<file path="src/hw/rtl/crse_pkg.sv">
// shared types and constants of the catmull-rom spline evaluator
package crse_pkg;

  localparam int unsigned MAX_POINTS  = 16;
  localparam int unsigned T_FRAC_BITS = 16;
  localparam int unsigned ADDR_W      = $clog2(MAX_POINTS);
  localparam int unsigned T_POS_W     = T_FRAC_BITS + 1;
  localparam int unsigned NUM_W       = 5;
  localparam int unsigned SEG_W       = 4;
  localparam int unsigned IDX_W       = 4;
  localparam int unsigned COORD_W     = 32;
  localparam int unsigned NUM_MIN     = 4;
  localparam int unsigned NUM_TAPS    = 4;
  // accumulator holds the horner partial sums, product adds the u operand
  localparam int unsigned ACC_W       = 38;
  localparam int unsigned PROD_W      = ACC_W + T_POS_W + 1;
  localparam int unsigned SCALED_W    = T_POS_W + SEG_W;
  // register stages inside one axis lane
  localparam int unsigned LANE_DEPTH  = 7;

  localparam logic [T_POS_W-1:0] T_ONE = {1'b1, {T_FRAC_BITS{1'b0}}};

  typedef enum logic {
    ACT_WRITE = 1'b0,
    ACT_EVAL  = 1'b1
  } crse_action_e;

  typedef struct packed {
    crse_action_e               action;
    logic [IDX_W-1:0]           point_index;
    logic signed [COORD_W-1:0]  coord_x;
    logic signed [COORD_W-1:0]  coord_y;
    logic signed [COORD_W-1:0]  coord_z;
    logic [T_POS_W-1:0]         t_pos;
  } crse_in_t;

  typedef struct packed {
    logic signed [COORD_W-1:0]  pos_x;
    logic signed [COORD_W-1:0]  pos_y;
    logic signed [COORD_W-1:0]  pos_z;
    logic [SEG_W-1:0]           segment;
  } crse_out_t;

  typedef struct packed {
    logic signed [COORD_W-1:0]  x;
    logic signed [COORD_W-1:0]  y;
    logic signed [COORD_W-1:0]  z;
  } crse_point_t;

  typedef struct packed {
    logic              valid;
    logic [SEG_W-1:0]  seg;
  } crse_tag_t;

endpackage

</file>
<file path="src/hw/rtl/crse_merge.sv">
// halves and saturates the three lane sums and registers the result
module crse_merge import crse_pkg::*; (
  input  logic                    clk_i,
  input  logic                    rst_ni,
  input  crse_tag_t               tag_i,
  input  logic signed [ACC_W-1:0] acc_x_i,
  input  logic signed [ACC_W-1:0] acc_y_i,
  input  logic signed [ACC_W-1:0] acc_z_i,
  output logic                    done_o,
  output crse_out_t               result_o
);

  function automatic logic signed [COORD_W-1:0] half_sat(input logic signed [ACC_W-1:0] a);
    logic signed [ACC_W-1:0] h;
    h = (a + ACC_W'(1)) >>> 1;
    // fits when all bits above the 32-bit sign agree with it
    if (&h[ACC_W-1:COORD_W-1] || ~|h[ACC_W-1:COORD_W-1]) begin
      return h[COORD_W-1:0];
    end else if (h[ACC_W-1]) begin
      return {1'b1, {(COORD_W-1){1'b0}}};
    end else begin
      return {1'b0, {(COORD_W-1){1'b1}}};
    end
  endfunction

  logic      done_q;
  crse_out_t result_q;
  crse_out_t result_d;

  always_comb begin
    result_d.pos_x   = half_sat(acc_x_i);
    result_d.pos_y   = half_sat(acc_y_i);
    result_d.pos_z   = half_sat(acc_z_i);
    result_d.segment = tag_i.seg;
  end

  always_ff @(posedge clk_i or negedge rst_ni) begin
    if (!rst_ni) begin
      done_q <= 1'b0;
    end else begin
      done_q <= tag_i.valid;
    end
  end

  always_ff @(posedge clk_i) begin
    result_q <= result_d;
  end

  assign done_o   = done_q;
  assign result_o = result_q;

endmodule

</file>
<file path="config.mk">
export PLATFORM = sky130hd
export DESIGN_NAME = crse_merge
export DESIGN_NICKNAME = d
export VERILOG_FILES = /design/src/hw/rtl/crse_pkg.sv /design/src/hw/rtl/crse_merge.sv
export SDC_FILE = /design/constraint.sdc
export NUM_CORES = 1
export LEC_CHECK = 0
export ABC_AREA = 1
export BUFFER_PORTS_ARGS = -buffer_cell sky130_fd_sc_hd__buf_4
export CAP_MARGIN = 20
export CORE_AREA = 8 8 126 128
export DETAILED_ROUTE_END_ITERATION = 7
export DIE_AREA = 0 0 134 136
export PLACE_DENSITY = 0.78
export SETUP_SLACK_MARGIN = 0.1
export SYNTH_ARGS = -nofsm -noshare
export SYNTH_HDL_FRONTEND = slang
export SYNTH_SLANG_ARGS = --single-unit
</file>
<file path="constraint.sdc">
create_clock -name clk_i -period 0.85 [get_ports clk_i]
set_clock_uncertainty 0.2 [all_clocks]
set_input_delay 0.085 -clock clk_i [delete_from_list [all_inputs] [get_ports clk_i]]
set_output_delay 0.085 -clock clk_i [all_outputs]
set_load 0.05 [all_outputs]
</file>
==> results by group, run 1 <==
Synth
  – Gate Count Post-Synth: 933
  – Syn_area_per_cell: 7.302 µm²
  – Leading area contributor after synthesis: dfxtp_1
  – Synth top area share: 0.2938
  – Mapped Nets: 1057
  – Synth cell types: 30
  – Register area share after synthesis: 0.2975
  – Synthesis Warnings: 0
  – Most area-consuming cells after synthesis: dfxtp_1, nand2_1, nand2_2
  – Post-Syn Area: 0.006813 mm²
  – Flops & latches, synth: 101

CTS
  – Clock sinks: 101
  – CTS buffer count: 9
  – Clk root buf: clkbuf_16
  – Htree depth: 3
  – CTS Buffer Depth: 2

Die
  – Die H: 136 µm
  – Initial core utilization: 0.4853
  – Die W: 134 µm
  – # IOs: 222
  – # rows: 44

STA
  – GR repair worst EP: result_o[53]$_DFF_P_/D
  – Pin type at the end of the worst path: register data pin

Placed design
  – IO Port Bufs: 221
  – Post-DP HPWL: 18110 µm
  – Placed cell count: 1542
  – Cell Area, Placed: 0.01044 mm²
  – Worst slack, placed: -1.199 ns
  – Global placement routability congestion: 0.9865

Global route
  – Largest net degree at the start of global routing: 18

Run status
  – Status: stopped before the end
  – Err: [ERROR DPL-0038] Utilization greater than 100%, impossible to legalize
  – Failing step: global routing (5_1_grt)
## cells by family after synthesis
family | after synthesis | share of synthesized area
DFF | 101 | 0.2975
AOI/OAI and AO/OA | 1 | 0.0007339
xor gates and xnor gates | 90 | 0.1157
adders and majority gates | 3 | 0.005510
and+or+nand+nor | 669 | 0.5089
buffers and inverters | 69 | 0.07162
## synthesized netlist by cell type
cell,instances
nor3_2,2
nand2_1,284
nand2_2,133
xnor2_1,43
nand3b_1,3
nand3_4,8
buf_6,3
nor4_1,2
nand3_2,6
nor3_4,2
xor2_1,47
nand3b_2,1
a21oi_1,1
nor3_1,11
nor2_4,20
dfxtp_1,100
nand4_1,15
inv_1,47
nor2_1,111
nand2_4,5
nand2_8,2
nor2_8,3
or3_1,1
inv_2,4
nor2_2,13
buf_4,3
buf_12,12
nand3_1,47
dfrtp_1,1
ha_1,3
## repair_timing
item | 4_1_cts
pin swaps | 85
gates cloned | 13
resized for setup | 329
hold buffers | 6
endpoints found under the hold margin | 102
endpoints found under the setup margin | 197
buffers inserted | 47
## stage by stage
step | hold slack (ns) | TNS (ns) | util
2_1_floorplan | -0.4106 | -79.68 | -
3_3_place_gp | -0.3350 | -101.87 | 0.7438
4_1_cts | -0.1888 | -96.33 | 0.9009
3_5_place_dp | -0.3318 | -106.52 | 0.7438
==> run 2, diff against run 1 <==
CORE_AREA = 8 8 149 151   (was 8 8 126 128)
DIE_AREA = 0 0 157 159   (was 0 0 134 136)
PLACE_DENSITY = not set   (was 0.78)
PLACE_DENSITY_LB_ADDON = 0.15   (was not set)
SETUP_SLACK_MARGIN = not set   (was 0.1)
==> run 2 against run 1 <==
Synthesized cell count unchanged. The flow now finishes, with violations (negative hold slack, negative setup slack). Synthesized area stayed put.
==> results by group, run 2 <==
Synth
  – Syn_area_per_cell: 7.302 µm²
  – Synth cell types: 30
  – Post-synthesis mux area share: 0
  – Top FF cell, synth: dfxtp_1
  – Post-Synth Simple-Gate Area: 0.5089
  – Register area share after synthesis: 0.2975
  – Area share of xor/xnor cells in the synthesized design: 0.1157
  – Synth Area in Adders: 0.005510
  – Number of flops mapped to enable cells by yosys: 0
  – Synth Area in Compound Gates: 0.0007346
  – Flops & latches, synth: 101
  – Combinational family with the most area after synthesis: simple AND/OR/NAND/NOR gates
  – Synth top area share: 0.2938
  – Top cells by count, synth: nand2_1, nand2_2, nor2_1, dfxtp_1
  – Post-Syn Area: 0.006813 mm²
  – Gate Count Post-Synth: 933
  – FFs w/ async S/R, synth: 0.009901
  – Synthesis Warnings: 0
  – Most area-consuming cells after synthesis: dfxtp_1, nand2_1, nand2_2
  – Most numerous cell in the Yosys netlist: nand2_1
  – Mapped Nets: 1057
  – Leading area contributor after synthesis: dfxtp_1

STA
  – Fin Setup TNS: -96.47 ns
  – Tcrit/Tclk final: 1.924
  – Worst slew margin: 0.6977
  – Final setup violation count: 197
  – Final hold viol count: 96
  – Worst Slack Setup Final: -0.7858 ns
  – Unrepaired setup endpoints after global routing: true
  – Worst-Margin Slew: 0.4500 ns
  – Pins Over Slew Limit: 0
  – Post-route minimum period: 1.636 ns
  – Min Hold Slack: -0.1666 ns
  – Max Clock Freq: 611.3 MHz

Drt
  – Average wire per cell in the routed design: 14.64 µm
  – Drc violations: 0
  – 1st-iter DRT viols: 221
  – Routed WL: 25090 µm
  – Post-DRT Antenna Nets: 0
  – DR vias: 7606
  – Via density: 4.438
  – Pre-antenna DRT Iters: 5

Run
  – Max-cap violations: 0

Die
  – Die W: 157 µm
  – # rows: 52
  – Core Box Area: 0.01984 mm²
  – Die area: 0.02496 mm²
  – Initial core utilization: 0.3433
  – Die H: 159 µm
  – # IOs: 222

CTS
  – Clock sinks: 101
  – Reg clk slew, reported paths: 0.08 ns
  – Cts hold-fix bufs: 6
  – Clk root buf: clkbuf_16
  – CTS tree: built
  – CTS buffer count: 9
  – Htree depth: 3
  – CTS Buffer Depth: 2

Worst setup path
  – CP Data Required Time: 0.90 ns
  – Buf+Inv Stages, Crit Path: 5
  – Delay-heaviest family, CP: simple AND/OR/NAND/NOR gates
  – Setup crit start kind: input port
  – CP endpoint kind: flop
  – Levels on crit path: 15
  – Critical Path Fanout Max: 7
  – Critical Path AT: 1.69 ns
  – CP Cell Sequence: buf_4 > nand2_1 > nor2_2 > nand2_1 > nor2_2 > buf_4 > nand3_4 > nand2_1 > inv_2 > nor2_4 > nand3_4 > nand3_4 > buf_12 > clkbuf_16 > nand2_2
  – Crit path launch: acc_z_i[25]
  – CP max-delay cell: nor2_2
  – WS Path Type: in2reg
  – Crit path capture: result_o[29]
  – CP max stage delay: 0.16 ns

Final layout
  – Fin cells: 1714
  – Area grow syn2layout: 91.02%
  – FILL cells: 1690
  – ANT cells: 0
  – Fin util: 0.6558
  – Most frequent cells in the layout: buf_4, nand2_1, nand2_2
  – Area of the multi-input gates: 0.005002 mm²
  – Layout net count: 1563
  – Layout cells sized above 1: 0.6468
  – Design area: 0.01301 mm²
  – Most common cell after layout, fill and taps aside: buf_4
  – Max reg flops: 100
  – Sequential cell area: 0.002153 mm²

Global route
  – Congestion Overflow GR: 0
  – Busiest grt layer: met2
  – M2 GR Usage: 0.3530
  – Initial antenna violation count: 0
  – First-pass GRT wire length: 38950 µm
  – All-layer global routing usage: 0.1957
  – Largest net degree at the start of global routing: 19
  – Number of global-route vias before repair: 7889
  – M1 GR Usage: 0.2195
  – Met3 GRT Util: 0.03420

Placed design
  – Worst slack, placed: -1.204 ns
  – Placed cell count: 1638
  – Global placement routability congestion: 0.8725
  – Cell Area, Placed: 0.01065 mm²
  – IO Port Bufs: 221
  – Post-DP HPWL: 18580 µm

Power and ir drop
  – Power density cells: 1143 mW/mm²
  – Max VDD drop: 0.0008070 V
  – Leak pwr: 6.138 nW

Run status
  – Failing checks: negative hold slack, negative setup slack
  – Status: finished, violations left

Hold path
  – Hold WC Path Type: in2reg
## run 2: cell counts after synthesis
No cell type changed its count.
## run 2: where the power goes
group / switching [mW] / total, mW / internal, mW
Sequential: 0.214 / 5.33 / 5.11
Combinational: 2.69 / 5.08 / 2.39
Clock: 2.05 / 4.47 / 2.42
Total: 4.95 / 14.9 / 9.92
## run 2: how the worst min path moves through the flow
stage | start | to | slack [ns] | cells past startpoint
finish | acc_y_i[6] | result_o[41] | -0.17 | 4
global route | acc_y_i[6] | result_o[41] | -0.17 | 4
CTS | acc_y_i[31] | result_o[66] | -0.18 | 4
detailed placement | rst_ni | done_o | -0.34 | 1
global placement | rst_ni | done_o | -0.34 | 1
floorplan | rst_ni | done_o | -0.41 | 0
## run 2: cell families after synthesis
kind of cell	after synthesis
XOR/XNOR	90
flip-flops	101
adder cells (fa/ha/maj)	3
buffers and inverters	69
AND/OR/NAND/NOR	669
AO/OA/AOI/OAI	1
## run 2: metal layers
metal / part of all wire / wire (µm)
met1: 0.41 / 10240
met2: 0.51 / 12900
met3: 0.048 / 1198
met4: 0.030 / 750
met5: 0 / 0
## run 2: what timing repair did
item                                    4_1_cts  5_1_grt
hold endpoints to repair                    101       96
setup buffers                                40        9
gates resized for setup                     318       77
pin swaps                                    49       44
gates cloned                                 10        1
endpoints found under the setup margin      197      197
## run 2: cell type report
class                           count  area share
Inverter                           51     0.01490
Tap cell                          270     0.02596
Timing Repair Buffer              510      0.3852
Clock buffer                       10     0.01836
Multi-Input combinational cell    766      0.3844
Sequential cell                   101      0.1655
Clock inverter                      6    0.005769
## run 2: metrics by stage
stage / power, mW / hold slack, ns
floorplan: 7.541 / -0.4106
global placement: 9.464 / -0.3392
detailed placement: 9.486 / -0.3390
CTS: 14.89 / -0.1838
global route: 15.51 / -0.1668
finish: 14.87 / -0.1666
No activity file was read; power rests on OpenSTA's default activity.
==> run 3, diff against run 2 <==
CORE_AREA = 2 2 143 145   (was 8 8 149 151)
CTS_CLUSTER_DIAMETER = 40   (was not set)
DIE_AREA = 0 0 145 147   (was 0 0 157 159)
==> run 3 against run 2 <==
The run still ends with negative hold slack, negative setup slack left. Worst setup slack worse by 0.037 ns. Final cell count down 1.5%. Highest routed layer unchanged. Final area down 1.8%. Clock-buffer cell count unchanged. Sequential power about the same. First-iteration DRC count down 8.1%. Largest power group unchanged. Routed wire length down 11%. Hold slack worse by 0.0034 ns.
==> results by group, run 3 (synthesized netlist as in run 2, its figures left out) <==
STA
  – Tcrit/Tclk final: 1.968
  – Min Hold Slack: -0.1700 ns
  – Post-route minimum period: 1.673 ns
  – Final hold viol count: 92
  – Pins Over Slew Limit: 0
  – Max Clock Freq: 597.7 MHz
  – Worst Slack Setup Final: -0.8232 ns
  – Fin Setup TNS: -97.33 ns
  – Worst-Margin Slew: 0.4061 ns
  – Worst slew margin: 0.7268
  – Final setup violation count: 197
  – Unrepaired setup endpoints after global routing: true

CTS
  – Cts hold-fix bufs: 6
  – Clk root buf: clkbuf_16
  – CTS Buffer Depth: 2
  – CTS tree: built
  – Clock sinks: 101
  – CTS buffer count: 9
  – Reg clk slew, reported paths: 0.07 ns
  – Htree depth: 3

Placed design
  – Placed cell count: 1640
  – Post-DP HPWL: 17040 µm
  – Global placement routability congestion: 0.8703
  – IO Port Bufs: 221
  – Cell Area, Placed: 0.01068 mm²
  – Worst slack, placed: -1.156 ns

Final layout
  – FILL cells: 1685
  – Fin cells: 1689
  – Area grow syn2layout: 87.62%
  – Design area: 0.01278 mm²
  – Layout net count: 1538
  – Most common cell after layout, fill and taps aside: buf_4
  – ANT cells: 0
  – Max reg flops: 100
  – Layout cells sized above 1: 0.6505
  – Fin util: 0.6441
  – Most frequent cells in the layout: buf_4, nand2_1, nand2_2

Power and ir drop
  – Leak pwr: 5.954 nW
  – Max VDD drop: 0.0008299 V
  – Net Sw Frac: 0.3293
  – Tot Pwr: 14.64 mW
  – Int Power: 9.822 mW
  – Power density cells: 1146 mW/mm²
  – P_sw: 4.822 mW
  – Reg power frac: 0.362
  – Clock Power Share: 0.300
  – Comb power frac: 0.338

Global route
  – Congestion Overflow GR: 0
  – Number of global-route vias before repair: 6961
  – Initial antenna violation count: 0
  – Largest net degree at the start of global routing: 32
  – First-pass GRT wire length: 33140 µm
  – All-layer global routing usage: 0.1900

Drt
  – Pre-antenna DRT Iters: 4
  – Post-DRT Antenna Nets: 0
  – Drc violations: 0
  – Via density: 4.375
  – Average wire per cell in the routed design: 13.21 µm
  – 1st-iter DRT viols: 203
  – DR vias: 7389
  – Routed WL: 22310 µm

Worst setup path
  – Worst path most repeated cell: nand2_1
  – CP Data Required Time: 0.93 ns
  – CP endpoint kind: flop
  – Setup crit start kind: input port
  – Levels on crit path: 15
  – Critical Path AT: 1.75 ns
  – CP max-delay cell: nor2_4
  – CP Cell Sequence: buf_12 > ha_4 > nand2_4 > nor2_4 > nand2_2 > nor2_4 > nand2_1 > nand2_1 > nand2_2 > a21oi_2 > nand3_2 > nand2_4 > buf_12 > nand2_1 > nand2_1
  – CP max stage delay: 0.18 ns
  – WS Path Type: in2reg
  – Critical Path Fanout Max: 18
  – Buf+Inv Stages, Crit Path: 2
  – Crit path capture: result_o[48]
  – Crit path launch: acc_y_i[1]
  – Delay-heaviest family, CP: simple AND/OR/NAND/NOR gates

Die
  – Die W: 145 µm
  – Die H: 147 µm
  – Core Box Area: 0.01984 mm²
  – Initial core utilization: 0.3433
  – # rows: 52
  – Die area: 0.02132 mm²
  – # IOs: 222

Hold path
  – Hold WC Path Type: in2reg

Run status
  – Status: finished, violations left
  – Failing checks: negative hold slack, negative setup slack

Run
  – Max-cap violations: 0
[run 3: changes by cell type in the layout (fill, tap and decap cells not counted), moves of 4 or more]
cell	previous run	this run
nand2_1	227	220
buf_6	18	41
buf_16	4	0
buf_8	107	85
nand2_2	155	160
buf_4	358	333
nor2_2	33	38
nor2_1	73	69
clkbuf_16	10	16
[run 3: what timing repair did]
item	4_1_cts	5_1_grt
setup endpoints to repair	197	197
pin swaps	14	76
gates cloned	0	10
hold endpoints to repair	101	95
setup buffers	0	18
resized for setup	73	311
[run 3: routing by layer]
layer  GRT usage  vias up  share of wire
li1            -     3851              -
met5           0        -              0
met2      0.3338      186           0.51
met4     0.06089        0          0.022
met3     0.03137       32          0.044
met1      0.2380     3320           0.43
[run 3: how the worst min path moves through the flow]
stage / slack, ns / startpoint / depth (start not counted) / endpoint
after floorplan: -0.41 / rst_ni / 0 / done_o
after global placement: -0.34 / rst_ni / 1 / done_o
after detailed placement: -0.34 / rst_ni / 1 / done_o
after CTS: -0.18 / acc_y_i[6] / 4 / result_o[41]
after global routing: -0.17 / rst_ni / 2 / done_o
final: -0.17 / acc_y_i[31] / 4 / result_o[66]
[run 3: layout make-up]
cell class              count  area [µm²]  share of cell area
well taps                 270       337.8             0.02643
flip-flops and latches    101        2153              0.1685
inverters                  51       196.4             0.01537
multi-input cells         765        5027              0.3933
repair buffers            486        4753              0.3719
clock buffers              10       239.0             0.01870
clock inverters             6       75.07            0.005873
[run 3: worst min-delay path, cell delays in order]
cell,delay [ns]
buf_6,0.09
xor2_1,0.07
nand2_2,0.06
nand2_2,0.03
[run 3: power by group through the flow]
stage          logic [mW]  registers [mW]  clock network (mW)
3_5_place_dp         4.17            5.30                   0
4_1_cts              4.33            5.22                4.56
2_1_floorplan        1.13            6.41                   0
3_3_place_gp         4.15            5.30                   0
5_1_grt              5.21            5.33                4.72
6_report             4.94            5.31                4.40
